### src/hw/rtl/pea_pkg.sv
// Shared types, codes and constants for the pointer event accumulator.
package pea_pkg;

  // Field widths
  localparam int unsigned TypeW   = 5;
  localparam int unsigned CodeW   = 10;
  localparam int unsigned ValueW  = 16;
  localparam int unsigned PosW    = 16;
  localparam int unsigned BtnW    = 3;
  localparam int unsigned SeqW    = 32;
  localparam int unsigned CfgIdxW = 8;
  localparam int unsigned CfgW    = 16;

  // Register reset values
  localparam logic [CfgW-1:0] FullScaleRst     = 16'd1000;
  localparam logic [CfgW-1:0] MoveThresholdRst = 16'd1;

  // Item kinds
  localparam logic KindEvent = 1'b0;
  localparam logic KindTick  = 1'b1;

  // Event classes
  localparam logic [TypeW-1:0] TypeSync = 5'd0;
  localparam logic [TypeW-1:0] TypeKey  = 5'd1;
  localparam logic [TypeW-1:0] TypeRel  = 5'd2;

  // Event codes
  localparam logic [CodeW-1:0] CodeAxisX    = 10'd0;
  localparam logic [CodeW-1:0] CodeAxisY    = 10'd1;
  localparam logic [CodeW-1:0] CodeKeyLeft  = 10'd272;
  localparam logic [CodeW-1:0] CodeKeyRight = 10'd273;
  localparam logic [CodeW-1:0] CodeKeyMid   = 10'd274;

  // Button bits
  localparam logic [BtnW-1:0] BitLeft  = 3'b001;
  localparam logic [BtnW-1:0] BitMid   = 3'b010;
  localparam logic [BtnW-1:0] BitRight = 3'b100;

  // Register indexes
  typedef enum logic [CfgIdxW-1:0] {
    RegFullScale     = 8'd0,
    RegMoveThreshold = 8'd1
  } pea_reg_e;

  typedef struct packed {
    logic [CfgW-1:0] full_scale;
    logic [CfgW-1:0] motion_limit;
  } pea_cfg_t;

  typedef struct packed {
    logic                     kind;
    logic [TypeW-1:0]         event_type;
    logic [CodeW-1:0]         event_code;
    logic signed [ValueW-1:0] event_value;
    logic                     link_ready;
  } pea_item_t;

  typedef struct packed {
    logic [PosW-1:0] position_x;
    logic [PosW-1:0] position_y;
    logic [BtnW-1:0] buttons;
    logic [SeqW-1:0] sequence_res;
  } pea_result_t;

endpackage

### src/hw/rtl/pea_cfg_regs.sv
// Configuration register file: full scale and motion threshold.
module pea_cfg_regs (
  input  logic                        clk_i,
  input  logic                        rst_ni,
  input  logic                        cfg_valid_i,
  input  logic [pea_pkg::CfgIdxW-1:0] cfg_index_i,
  input  logic [pea_pkg::CfgW-1:0]    cfg_data_i,
  output pea_pkg::pea_cfg_t           cfg_o
);
  import pea_pkg::*;

  pea_cfg_t cfg_q, cfg_d;

  // Decode the register index of a write word
  always_comb begin
    cfg_d = cfg_q;
    if (cfg_valid_i) begin
      case (cfg_index_i)
        RegFullScale:     cfg_d.full_scale   = cfg_data_i;
        RegMoveThreshold: cfg_d.motion_limit = cfg_data_i;
        default:          cfg_d = cfg_q;
      endcase
    end
  end

  always_ff @(posedge clk_i or negedge rst_ni) begin
    if (!rst_ni) begin
      cfg_q.full_scale   <= FullScaleRst;
      cfg_q.motion_limit <= MoveThresholdRst;
    end else begin
      cfg_q <= cfg_d;
    end
  end

  assign cfg_o = cfg_q;

endmodule

### src/hw/rtl/pea_core.sv
// Event processing: accumulators, positions, buttons and send decision.
module pea_core (
  input  logic                 clk_i,
  input  logic                 rst_ni,
  input  logic                 fire_i,
  input  pea_pkg::pea_item_t   item_i,
  input  pea_pkg::pea_cfg_t    cfg_i,
  output logic                 emit_o,
  output pea_pkg::pea_result_t result_o
);
  import pea_pkg::*;

  logic signed [ValueW-1:0] dx_q, dx_d, dy_q, dy_d;
  logic                     pending_q, pending_d;
  logic [PosW-1:0]          pos_x_q, pos_x_d, pos_y_q, pos_y_d;
  logic [BtnW-1:0]          btn_q, btn_d, sent_q, sent_d;
  logic                     forced_q, forced_d;
  logic [SeqW-1:0]          seq_q, seq_d;

  logic signed [ValueW-1:0] sat_sum;
  logic signed [ValueW:0]   raw_sum;
  logic signed [ValueW-1:0] acc_sel;
  logic [PosW-1:0]          new_x, new_y;
  logic [ValueW:0]          mag_x, mag_y;
  logic [BtnW-1:0]          key_bit;
  logic                     is_tick, emit;

  // Saturating add of one delta to the selected accumulator
  always_comb begin
    acc_sel = (item_i.event_code == CodeAxisY) ? dy_q : dx_q;
    raw_sum = {acc_sel[ValueW-1], acc_sel} + {item_i.event_value[ValueW-1], item_i.event_value};
    if (raw_sum[ValueW] != raw_sum[ValueW-1]) begin
      sat_sum = raw_sum[ValueW] ? {1'b1, {(ValueW-1){1'b0}}} : {1'b0, {(ValueW-1){1'b1}}};
    end else begin
      sat_sum = raw_sum[ValueW-1:0];
    end
  end

  function automatic logic [PosW-1:0] move_clamp(input logic [PosW-1:0] pos,
                                                 input logic signed [ValueW-1:0] d,
                                                 input logic [CfgW-1:0] fs);
    logic signed [PosW+1:0] p;
    p = $signed({2'b00, pos}) + $signed({{2{d[ValueW-1]}}, d});
    if (p[PosW+1]) begin
      move_clamp = '0;
    end else if (p[PosW:0] > {1'b0, fs}) begin
      move_clamp = fs;
    end else begin
      move_clamp = p[PosW-1:0];
    end
  endfunction

  function automatic logic [ValueW:0] magnitude(input logic signed [ValueW-1:0] v);
    logic [ValueW:0] ext;
    ext = {v[ValueW-1], v};
    magnitude = v[ValueW-1] ? ({(ValueW+1){1'b0}} - ext) : ext;
  endfunction

  assign new_x = move_clamp(pos_x_q, dx_q, cfg_i.full_scale);
  assign new_y = move_clamp(pos_y_q, dy_q, cfg_i.full_scale);
  assign mag_x = magnitude(dx_q);
  assign mag_y = magnitude(dy_q);

  // Map a key code to its button bit
  always_comb begin
    case (item_i.event_code)
      CodeKeyLeft:  key_bit = BitLeft;
      CodeKeyMid:   key_bit = BitMid;
      CodeKeyRight: key_bit = BitRight;
      default:      key_bit = '0;
    endcase
  end

  assign is_tick = (item_i.kind == KindTick);
  assign emit    = fire_i && is_tick && item_i.link_ready &&
                   (forced_q || (btn_q != sent_q));

  // Next state for one item
  always_comb begin
    dx_d      = dx_q;
    dy_d      = dy_q;
    pending_d = pending_q;
    pos_x_d   = pos_x_q;
    pos_y_d   = pos_y_q;
    btn_d     = btn_q;
    sent_d    = sent_q;
    forced_d  = forced_q;
    seq_d     = seq_q;
    if (emit) begin
      sent_d   = btn_q;
      seq_d    = seq_q + SeqW'(1);
      forced_d = 1'b0;
    end else if (fire_i && !is_tick) begin
      case (item_i.event_type)
        TypeRel: begin
          if (item_i.event_code == CodeAxisX) begin
            dx_d      = sat_sum;
            pending_d = 1'b1;
          end else if (item_i.event_code == CodeAxisY) begin
            dy_d      = sat_sum;
            pending_d = 1'b1;
          end
        end
        TypeKey: begin
          if (key_bit != '0) begin
            btn_d    = (item_i.event_value != '0) ? (btn_q | key_bit) : (btn_q & ~key_bit);
            forced_d = 1'b1;
          end
        end
        TypeSync: begin
          if (pending_q) begin
            pos_x_d = new_x;
            pos_y_d = new_y;
            if ((mag_x > {1'b0, cfg_i.motion_limit}) ||
                (mag_y > {1'b0, cfg_i.motion_limit})) begin
              forced_d = 1'b1;
            end
            dx_d      = '0;
            dy_d      = '0;
            pending_d = 1'b0;
          end
        end
        default: begin
          pending_d = pending_q;
        end
      endcase
    end
  end

  always_ff @(posedge clk_i or negedge rst_ni) begin
    if (!rst_ni) begin
      dx_q      <= '0;
      dy_q      <= '0;
      pending_q <= 1'b0;
      pos_x_q   <= '0;
      pos_y_q   <= '0;
      btn_q     <= '0;
      sent_q    <= '0;
      forced_q  <= 1'b0;
      seq_q     <= {{(SeqW-1){1'b0}}, 1'b1};
    end else begin
      dx_q      <= dx_d;
      dy_q      <= dy_d;
      pending_q <= pending_d;
      pos_x_q   <= pos_x_d;
      pos_y_q   <= pos_y_d;
      btn_q     <= btn_d;
      sent_q    <= sent_d;
      forced_q  <= forced_d;
      seq_q     <= seq_d;
    end
  end

  assign emit_o                = emit;
  assign result_o.position_x   = pos_x_q;
  assign result_o.position_y   = pos_y_q;
  assign result_o.buttons      = btn_q;
  assign result_o.sequence_res = seq_q;

endmodule

### src/hw/rtl/pointer_event_accumulator.sv
// Pointer event accumulator top level: input register, core and result register.
//
// Accepts one word per clock cycle while the held word is not stalled. A word
// is captured in an input register, processed against the accumulator state once
// the result register can take a message, and a tick that sends places its
// message in the result register, which offers it on the output. The single
// result register sets the rate: while it holds an untaken message and
// out_ready_i is low, the held word waits, and so does every input word
// behind it. Configuration writes are taken in every cycle.
module pointer_event_accumulator (
  input  logic                               clk_i,
  input  logic                               rst_ni,
  // Input words
  input  logic                               in_valid_i,
  output logic                               in_ready_o,
  input  logic                               kind_i,
  input  logic [pea_pkg::TypeW-1:0]          event_type_i,
  input  logic [pea_pkg::CodeW-1:0]          event_code_i,
  input  logic signed [pea_pkg::ValueW-1:0]  event_value_i,
  input  logic                               link_ready_i,
  // Result words
  output logic                               out_valid_o,
  input  logic                               out_ready_i,
  output logic [pea_pkg::PosW-1:0]           position_x_o,
  output logic [pea_pkg::PosW-1:0]           position_y_o,
  output logic [pea_pkg::BtnW-1:0]           buttons_o,
  output logic [pea_pkg::SeqW-1:0]           sequence_res_o,
  // Configuration writes
  input  logic                               cfg_valid_i,
  output logic                               cfg_ready_o,
  input  logic [pea_pkg::CfgIdxW-1:0]        cfg_index_i,
  input  logic [pea_pkg::CfgW-1:0]           cfg_data_i
);
  import pea_pkg::*;

  pea_cfg_t    cfg;
  pea_item_t   item_q, item_d;
  logic        item_vld_q;
  logic        fire, emit;
  pea_result_t result, res_q;
  logic        res_vld_q;

  assign cfg_ready_o = 1'b1;

  pea_cfg_regs u_cfg_regs (
    .clk_i       (clk_i),
    .rst_ni      (rst_ni),
    .cfg_valid_i (cfg_valid_i),
    .cfg_index_i (cfg_index_i),
    .cfg_data_i  (cfg_data_i),
    .cfg_o       (cfg)
  );

  // Process the held word when the result register can take a message
  assign fire       = item_vld_q && (!res_vld_q || out_ready_i);
  assign in_ready_o = !item_vld_q || fire;

  assign item_d.kind        = kind_i;
  assign item_d.event_type  = event_type_i;
  assign item_d.event_code  = event_code_i;
  assign item_d.event_value = event_value_i;
  assign item_d.link_ready  = link_ready_i;

  // Capture input words
  always_ff @(posedge clk_i or negedge rst_ni) begin
    if (!rst_ni) begin
      item_vld_q <= 1'b0;
    end else if (in_ready_o) begin
      item_vld_q <= in_valid_i;
    end
  end

  always_ff @(posedge clk_i) begin
    if (in_ready_o && in_valid_i) begin
      item_q <= item_d;
    end
  end

  pea_core u_core (
    .clk_i    (clk_i),
    .rst_ni   (rst_ni),
    .fire_i   (fire),
    .item_i   (item_q),
    .cfg_i    (cfg),
    .emit_o   (emit),
    .result_o (result)
  );

  // Hold a message until it is taken
  always_ff @(posedge clk_i or negedge rst_ni) begin
    if (!rst_ni) begin
      res_vld_q <= 1'b0;
    end else if (emit) begin
      res_vld_q <= 1'b1;
    end else if (out_ready_i) begin
      res_vld_q <= 1'b0;
    end
  end

  always_ff @(posedge clk_i) begin
    if (emit) begin
      res_q <= result;
    end
  end

  assign out_valid_o    = res_vld_q;
  assign position_x_o   = res_q.position_x;
  assign position_y_o   = res_q.position_y;
  assign buttons_o      = res_q.buttons;
  assign sequence_res_o = res_q.sequence_res;

endmodule
### config.mk
export PLATFORM = sky130hd
export DESIGN_NAME = pointer_event_accumulator
export DESIGN_NICKNAME = d
export VERILOG_FILES = /design/src/hw/rtl/pea_pkg.sv /design/src/hw/rtl/pea_cfg_regs.sv /design/src/hw/rtl/pea_core.sv /design/src/hw/rtl/pointer_event_accumulator.sv
export SDC_FILE = /design/constraint.sdc
export NUM_CORES = 1
export LEC_CHECK = 0
export BUFFER_PORTS_ARGS = -buffer_cell sky130_fd_sc_hd__buf_2
export CAP_MARGIN = 30
export CORE_ASPECT_RATIO = 0.9
export CORE_UTILIZATION = 30
export CTS_BUF_LIST = sky130_fd_sc_hd__clkbuf_4 sky130_fd_sc_hd__clkbuf_8
export CTS_CLUSTER_SIZE = 12
export DETAILED_ROUTE_END_ITERATION = 6
export PLACE_DENSITY_LB_ADDON = 0.3
export RECOVER_POWER = 25
export SYNTH_ARGS = -nofsm -noshare
export SYNTH_HDL_FRONTEND = slang
export SYNTH_SLANG_ARGS = --single-unit
### constraint.sdc
create_clock -name clk_i -period 5.5 [get_ports clk_i]
set_input_delay 0.275 -clock clk_i [delete_from_list [all_inputs] [get_ports clk_i]]
set_output_delay 0.275 -clock clk_i [all_outputs]
set_load 0.03 [all_outputs]
# Yosys cells after proc, flatten, opt, wreduce, memory -nomap -nowiden
# Index checks and enable logic that the tools add are counted.
# W data, S select, Z words.
word_totals:
  reg_bits: 238
  in_bits: 62
  output_inout_bits: 70
  word_cells: 111
classes:
  n_addsub: 6
  n_lt_le_gt_ge: 4
  eq_ne: 17
  n_mux: 28
  bitwise_logic: 4
  n_reduce_logical: 30
ops:
  columns: ["cell", "count"]
  rows:
  - ["$mux W16", 11]
  - ["$gt A17 B16 Y1", 4]
  - ["$pmux W16 S2", 2]
  - ["$add A17 B16 Y18", 2]
  - ["$mux W17", 2]
  - ["$sub A1 B16 Y17 const A", 2]
  - ["$add A32 B1 Y32 const B", 1]
  - ["$eq A10 B9 Y1 const B", 3]
  - ["$add A16 B16 Y17", 1]
  - ["$reduce_bool A16 Y1", 1]
  - ["$reduce_and A4 Y1", 3]
  - ["$eq A10 B1 Y1 const B", 1]
  - ["$logic_not A10 Y1", 1]
  - ["$reduce_and A5 Y1", 2]
  - ["$mux W1", 9]
  - ["$ne A3 B2 Y1 const B", 3]
  - ["$pmux W3 S3", 1]
  - ["$eq A8 B1 Y1 const B", 1]
  - ["$logic_not A8 Y1", 1]
  - ["$logic_and A1 B1 Y1", 6]
  - ["$ne A2 B1 Y1 const B", 3]
  - ["$reduce_and A6 Y1", 1]
  - ["$reduce_bool A2 Y1", 3]
  - ["$reduce_bool A3 Y1", 2]
  - ["16 further kinds", 23]

# Depth between registers and ports, before layout
logic_depth:
  ltp_word: 9
  depth_mapped: 19
  depth_no_buf: 18

# Hierarchy
# Synthesis repeated with hierarchy kept, for this count alone.
hier_totals:
  hier_cells: 1202
  area_unflattened_um2: 13427.9
by_module_without_submodules:
  columns: ["mod", "instances", "cells_per_inst", "area_per_inst_um2", "seq_area_each_um2"]
  rows:
  - ["pea_core", 1, 1020, 9022.4, 2603.7]
  - ["pointer_event_accumulator", 1, 110, 3118.0, 3052.9]
  - ["pea_cfg_regs", 1, 72, 1287.5, 809.5]

# Worst setup path before layout
# Ideal clock, no wire load.
synth_path:
  path_type: "register to register"
  from: "register u_core.dy_q[0]"
  to: "register u_core.pos_y_q[15]"
  setup_time_ns: 0.133
  t_arrival_ns: 3.897
  t_required_ns: 5.367
  slack_ns: 1.470
  stages_incl_launch_ff: 20
  path_buffers: 1
  period_less_slack_ns: 4.030
  path_cell_list: "dfrtp_1 ha_1 inv_1 fa_1 nor2b_2 o31ai_1 a211o_1 a21boi_4 nor4_1 a311o_2 ha_1 nor4_1 o211ai_1 a2111oi_0 a21oi_1 nor2b_1 mux2i_4 buf_12 mux2i_1 o22ai_1"
synth_via:
  elab_chain_len: 4
synth_rtl:
  columns: ["element", "line_no", "rtl"]
  rows:
  - ["start: declaration", "pea_core.sv:13", "logic signed [ValueW-1:0] dx_q, dx_d, dy_q, dy_d;"]
  - ["start signal: assignment", "pea_core.sv:143", "dy_q <= dy_d;"]
  - ["$add A17 B16 Y18 (*)", "pea_core.sv:43", "p = $signed({2'b00, pos}) + $signed({{2{d[ValueW-1]}}, d});"]
  - ["$gt A17 B16 Y1", "pea_core.sv:46", "end else if (p[PosW:0] > {1'b0, fs}) begin"]
  - ["$mux W16", "pea_core.sv:46", null]
  - ["$mux W16 (*)", "pea_core.sv:44", "if (p[PosW+1]) begin"]
  - ["end signal: assignment", "pea_core.sv:146", "pos_y_q <= pos_y_d;"]
  - ["end: declaration", "pea_core.sv:15", "logic [PosW-1:0] pos_x_q, pos_x_d, pos_y_q, pos_y_d;"]
# Mark *: on every way between the ends. The rest lies on a longest branch, timed or not.
# A chain may end at the register's enable or synchronous reset.

# Worst setup path after layout
layout_path:
  from: "register item_q[24] (netlist name)"
  to: "register u_core.dy_q[1]"
layout_via:
  elab_chain_len: 8
  elab_cells_between_ends: 13
  classes_between: "1 x add/sub; 4 x eq/ne; 6 x mux; 2 x reduce/logical"
layout_rtl:
  columns: ["element", "line_no", "rtl"]
  rows:
  - ["start: declaration", "pointer_event_accumulator.sv:37", "pea_item_t item_q, item_d;"]
  - ["start signal: assignment", "pointer_event_accumulator.sv:75", "item_q <= item_d;"]
  - ["$eq A10 B1 Y1", "pea_core.sv:30, pea_core.sv:99", null]
  - ["$mux W16", "pea_core.sv:30", "acc_sel = (item_i.event_code == CodeAxisY) ? dy_q : dx_q;"]
  - ["$add A16 B16 Y17", "pea_core.sv:31", "raw_sum = {acc_sel[ValueW-1], acc_sel} + {item_i.event_value[ValueW-1], item_i.event_value};"]
  - ["$mux W16 or $ne A1 B1 Y1 (tied branches)", "pea_core.sv:33, pea_core.sv:32", null]
  - ["$mux W16", "pea_core.sv:32", "if (raw_sum[ValueW] != raw_sum[ValueW-1]) begin"]
  - ["$mux W16", "pea_core.sv:99", "end else if (item_i.event_code == CodeAxisY) begin"]
  - ["$mux W16", "pea_core.sv:96", "if (item_i.event_code == CodeAxisX) begin"]
  - ["$pmux W16 S2", "pea_core.sv:94", "case (item_i.event_type)"]
# Several ways; a longest one is shown, not always the timed one. The select of a mux whose other input is x is not followed.

==> results <==
- The run finished, with violations left.
- The final reports fail on capacitance limit, slew limit.
- The initial antenna violation count is 0.
- Averaged over all synthesized cells, the footprint is about 11 um^2.
- The detail route stage leaves a number of antenna-violating nets equal to 0.
- The master cell of the clock root buffer is sky130_fd_sc_hd__clkbuf_8.
- The number of input and output port buffers inserted is between 100 and 150.
- The first global-routing pass estimated about 57 mm of wire.
- After filler insertion, the fill cell instance count of the layout stands at roughly 4500.
- Adding up every negative setup slack in the final design gives 0 ns.
- The ratio of cells with drive above 1 in the final layout is about a fifth.
- The achievable clock frequency is around 0.20 GHz.
- The analysis attributes to net switching a power of roughly 1.3 mW.
- The final count of hold timing violations came to 0.
- The die extent in x is roughly 230 um.
- Dividing the final minimum period by the clock period gives between 90% and 100%.
- Global routing finished with a remaining overflow of 0.
- The post-layout worst setup margin is about 0.45 ns.
- The via count of the first global-routing pass came to 10200.
- The net total in the final layout is ~1600.
- The clock sink count is about 240.
- In this run, the number of DRC markers left after iteration 0 of detailed routing was 585.
- The number of top-level pins is between 100 and 150.
- The slew at the pin closest to its max-slew limit is around 4.1 ns.
- The routed wirelength normalized by instance count is between 15 and 20 um.
- The path depth of the worst reg2reg path is 14.
- Between clock sinks in the finished design, the worst skew comes to around 0.026 ns.
- TritonCTS built the clock tree.
- The number of synthesized flops with an enable pin is 100.
- After detailed routing, the number of vias per cell comes to approximately 5.0.
- For this configuration, the core starts out at a cell density of a little under a third.
- The library cells used most frequently in the layout, excluding fill and tap cells, are sky130_fd_sc_hd__dfrtp_1, sky130_fd_sc_hd__nand2_1, sky130_fd_sc_hd__buf_2, sky130_fd_sc_hd__ha_1, sky130_fd_sc_hd__edfxtp_1.
- The register share of total power is between 40 and 50%.
- The unique cell type count in the Yosys netlist is between 70 and 80.
- The end of the worst hold path is u_cfg_regs.cfg_o[0]$_DFFE_PN1P_.
- Across the whole layout, storage elements account for about 6500 um^2.
- Once the clock tree was built, the resizer swapped 0 gates to a different size.
- Setup repair after global routing left no endpoint under its margin.
- In this run the deepest clock path goes through 3 buffers.
- Relative to the synthesized area, the layout overhead comes to 20.5%.
- The worst-case register-to-register setup slack is ~0.45 ns.
- Counting every net in the synthesized netlist gives roughly 1400.
- The final number of max-transition violations was 89.
- The number of synthesis warnings is 0.
- The worst hold path was traced through 2 stages.
- The worst register-to-register path begins at item_q[24]$_DFFE_PP_.
- In this run the standard cell core region covers around 44000 um^2.
- The highest fanout seen on the critical path is 19.
- The total via count after detailed routing is roughly 10000.
- The tightest min-delay check is of the in2reg type.
- Summing every instance area after synthesis gives 13600 um^2.
- The sum of routed wire length over all layers is about 37 mm.
- STA puts the critical path data required time at ~6.0 ns.
- The worst setup path is of the reg2reg kind.
- STA classifies the critical path startpoint as a flip-flop.
- The count of max-cap constraint violations is 1.
- The share of total power dissipated in combinational logic is between 10% and 20%.
- After clock tree synthesis, the clock-pin slew on the worst setup and hold paths is 0.06 ns.
- The die is around 200 um tall.
- The internal power of the cells totals roughly 3.2 mW.
- The total number of placement rows is 73.
- The hold path startpoint is cfg_data_i[0].
- Routability-driven placement finished with a final weighted congestion of a little over 0.9.
- The count of state elements after synthesis is between 200 and 250.
- At the worst endpoint, the arrival time is 5.53 ns.
- In this run the critical register-to-register path is captured at u_core.dy_q[1]$_DFFE_PN0P_.
- The floorplan step defined a die boundary enclosing 46100 um^2.
- Global routing used between 15 and 20% of the available tracks.
- Setup violations remaining at the end of the flow were counted as 0.
- The maximum level of the CTS H-tree is 2.
- The share of the yosys chip area belonging to registers is ~48%.
- The first-pass detailed-route iteration total is 5.
- The total half-perimeter wirelength after legalization and detailed placement is 28.0 mm.
- The prevailing post-synth register cell is sky130_fd_sc_hd__dfrtp_1.
- After detailed routing, the number of remaining DRC violations is 0.
- Entering global routing, the biggest net connects slightly below 90 pins.
- The clock network power share is 39.3%.
- Power spread over the standard cell area amounts to approximately 270 nW/um^2.
- The switching share of power is 28.4%.
- In this run the tightest slew margin relative to its limit is -176%.
- The number of instances in the synthesized netlist is around 1300.
- At the placement stage, the worst setup path has a slack of a little under 0.5 ns.
- Across the VDD grid, the largest voltage drop is 127 uV.
- The time the final worst path needs with I/O delays and setup is between 5 and 6 ns.
- The multi-input gate area in the final layout is slightly below 7000 um^2.
- The number of clock buffers inserted by TritonCTS is 43.
- The clock latency reported for the late side of the worst-skew pair is 0.60 ns.
- The proportion of synthesized flip-flops having asynchronous set or reset is between 50% and 60%.
- The capturing element type of the critical path is a flip-flop.
- The static leakage power is 7.46 nW.
- Leaving out fill and tap cells, the most frequent cell in the layout is sky130_fd_sc_hd__dfrtp_1.
[kinds of logic (layout without fill, tap and decap cells)]
family          after synthesis  in the layout  share of synthesized area, %
compound gates              282            282                          13.2
xor+xnor                     93             93                          6.00
fa+ha+maj                   120            120                          11.2
buf+inv                      87            331                          2.79
flops                       238            238                          47.7
mux                          75             75                          6.10
other cells                   1              2                        0.0276
simple gates                359            359                          13.0
[per-layer routing]
| layer | wire, um | GRT usage (%) | vias up |
|---|---|---|---|
| met1 | 17500 | 22.7 | 5069 |
| met2 | 16600 | 24.9 | 280 |
| li1 | - | - | 5028 |
| met3 | 2250 | 3.27 | 55 |
| met4 | 920 | 5.38 | 0 |
| met5 | 0 | 0 | - |
[registers in the layout, summed over array words and instances (netlist names), 32 cells and up, named ones only]
register and cells:
sequence_res_o 32, u_cfg_regs.cfg_o 32, item_q 33, u_core.seq_q 32
[through the flow]
stage          cells  area (um^2)  util (%)  hold WS, ns  power (mW)
3_5_place_dp    1968        14900      33.6        0.430        2.70
2_1_floorplan   1255        13600         -      -0.0206        2.47
5_1_grt         2099        16300      36.8       0.0158        4.68
3_3_place_gp    1966        14900      33.5        0.421        2.68
6_report        2100        16400      36.8       0.0399        4.44
4_1_cts         2098        16300      36.8      0.00203        4.50
[worst max-delay path: stages (launching register included)]
cell	delay (ns)
sky130_fd_sc_hd__edfxtp_1	0.37
sky130_fd_sc_hd__nor4_1	0.29
sky130_fd_sc_hd__nand2_1	0.14
sky130_fd_sc_hd__nor4_2	0.26
sky130_fd_sc_hd__nand2_1	0.58
sky130_fd_sc_hd__o21ai_0	0.73
sky130_fd_sc_hd__ha_1	0.36
sky130_fd_sc_hd__a211oi_1	0.31
sky130_fd_sc_hd__o211ai_1	0.18
sky130_fd_sc_hd__nand3_1	0.19
sky130_fd_sc_hd__o21a_1	0.26
sky130_fd_sc_hd__o21ai_1	0.10
sky130_fd_sc_hd__mux2_2	0.31
sky130_fd_sc_hd__nand4_1	0.52
sky130_fd_sc_hd__o21ai_1	0.34
[repair_timing]
action                                 in CTS  in global routing
endpoints found under the hold margin     143                  0
setup buffers                               0                  0
hold buffers                               50                  0
[power by group through the flow]
stage,Sequential (mW),Clock [mW],Combinational (mW)
6_report,2.00,1.74,0.688
5_1_grt,2.01,1.89,0.774
4_1_cts,2.00,1.80,0.695
3_5_place_dp,2.03,0,0.663
3_3_place_gp,2.03,0,0.648
2_1_floorplan,1.99,0,0.480
[how the worst max path moves through the flow]
stage                                endpoint                        from  slack, ns  cells after the start
2_1_floorplan  u_core.pos_y_q[15]$_DFFE_PN0P_  u_core.dy_q[0]$_DFFE_PN0P_       1.47                     19
3_3_place_gp       u_core.dy_q[1]$_DFFE_PN0P_        item_q[22]$_DFFE_PP_       0.55                     14
3_5_place_dp       u_core.dx_q[2]$_DFFE_PN0P_        item_q[22]$_DFFE_PP_       0.50                     14
4_1_cts           u_core.dx_q[13]$_DFFE_PN0P_        item_q[22]$_DFFE_PP_       0.44                     14
5_1_grt            u_core.dy_q[2]$_DFFE_PN0P_        item_q[22]$_DFFE_PP_      0.005                     14
6_report           u_core.dy_q[1]$_DFFE_PN0P_        item_q[24]$_DFFE_PP_       0.45                     14
[cells in the mapped netlist (32+ instances only)]
cell type | n | area (um^2)
sky130_fd_sc_hd__o21ai_0 | 51 | 255
sky130_fd_sc_hd__nor2_1 | 75 | 282
sky130_fd_sc_hd__o21ai_1 | 58 | 290
sky130_fd_sc_hd__a21oi_1 | 48 | 240
sky130_fd_sc_hd__xnor2_1 | 73 | 639
sky130_fd_sc_hd__nand2_1 | 128 | 480
sky130_fd_sc_hd__inv_1 | 60 | 225
sky130_fd_sc_hd__edfxtp_1 | 100 | 3000
sky130_fd_sc_hd__mux2_2 | 41 | 462
sky130_fd_sc_hd__mux2i_1 | 32 | 320
sky130_fd_sc_hd__dfrtp_1 | 130 | 3250
sky130_fd_sc_hd__ha_1 | 117 | 1460
[cell type report]
| type | count | area share [%] |
|---|---|---|
| repair buffers | 191 | 7.84 |
| clock inverters | 17 | 0.719 |
| diodes | 1 | 0.0153 |
| flip-flops and latches | 238 | 39.5 |
| well taps | 600 | 4.59 |
| multi-input cells | 930 | 41.2 |
| clock buffers | 63 | 4.73 |
| inverters | 60 | 1.38 |
Power figures use the tool's default switching activity.
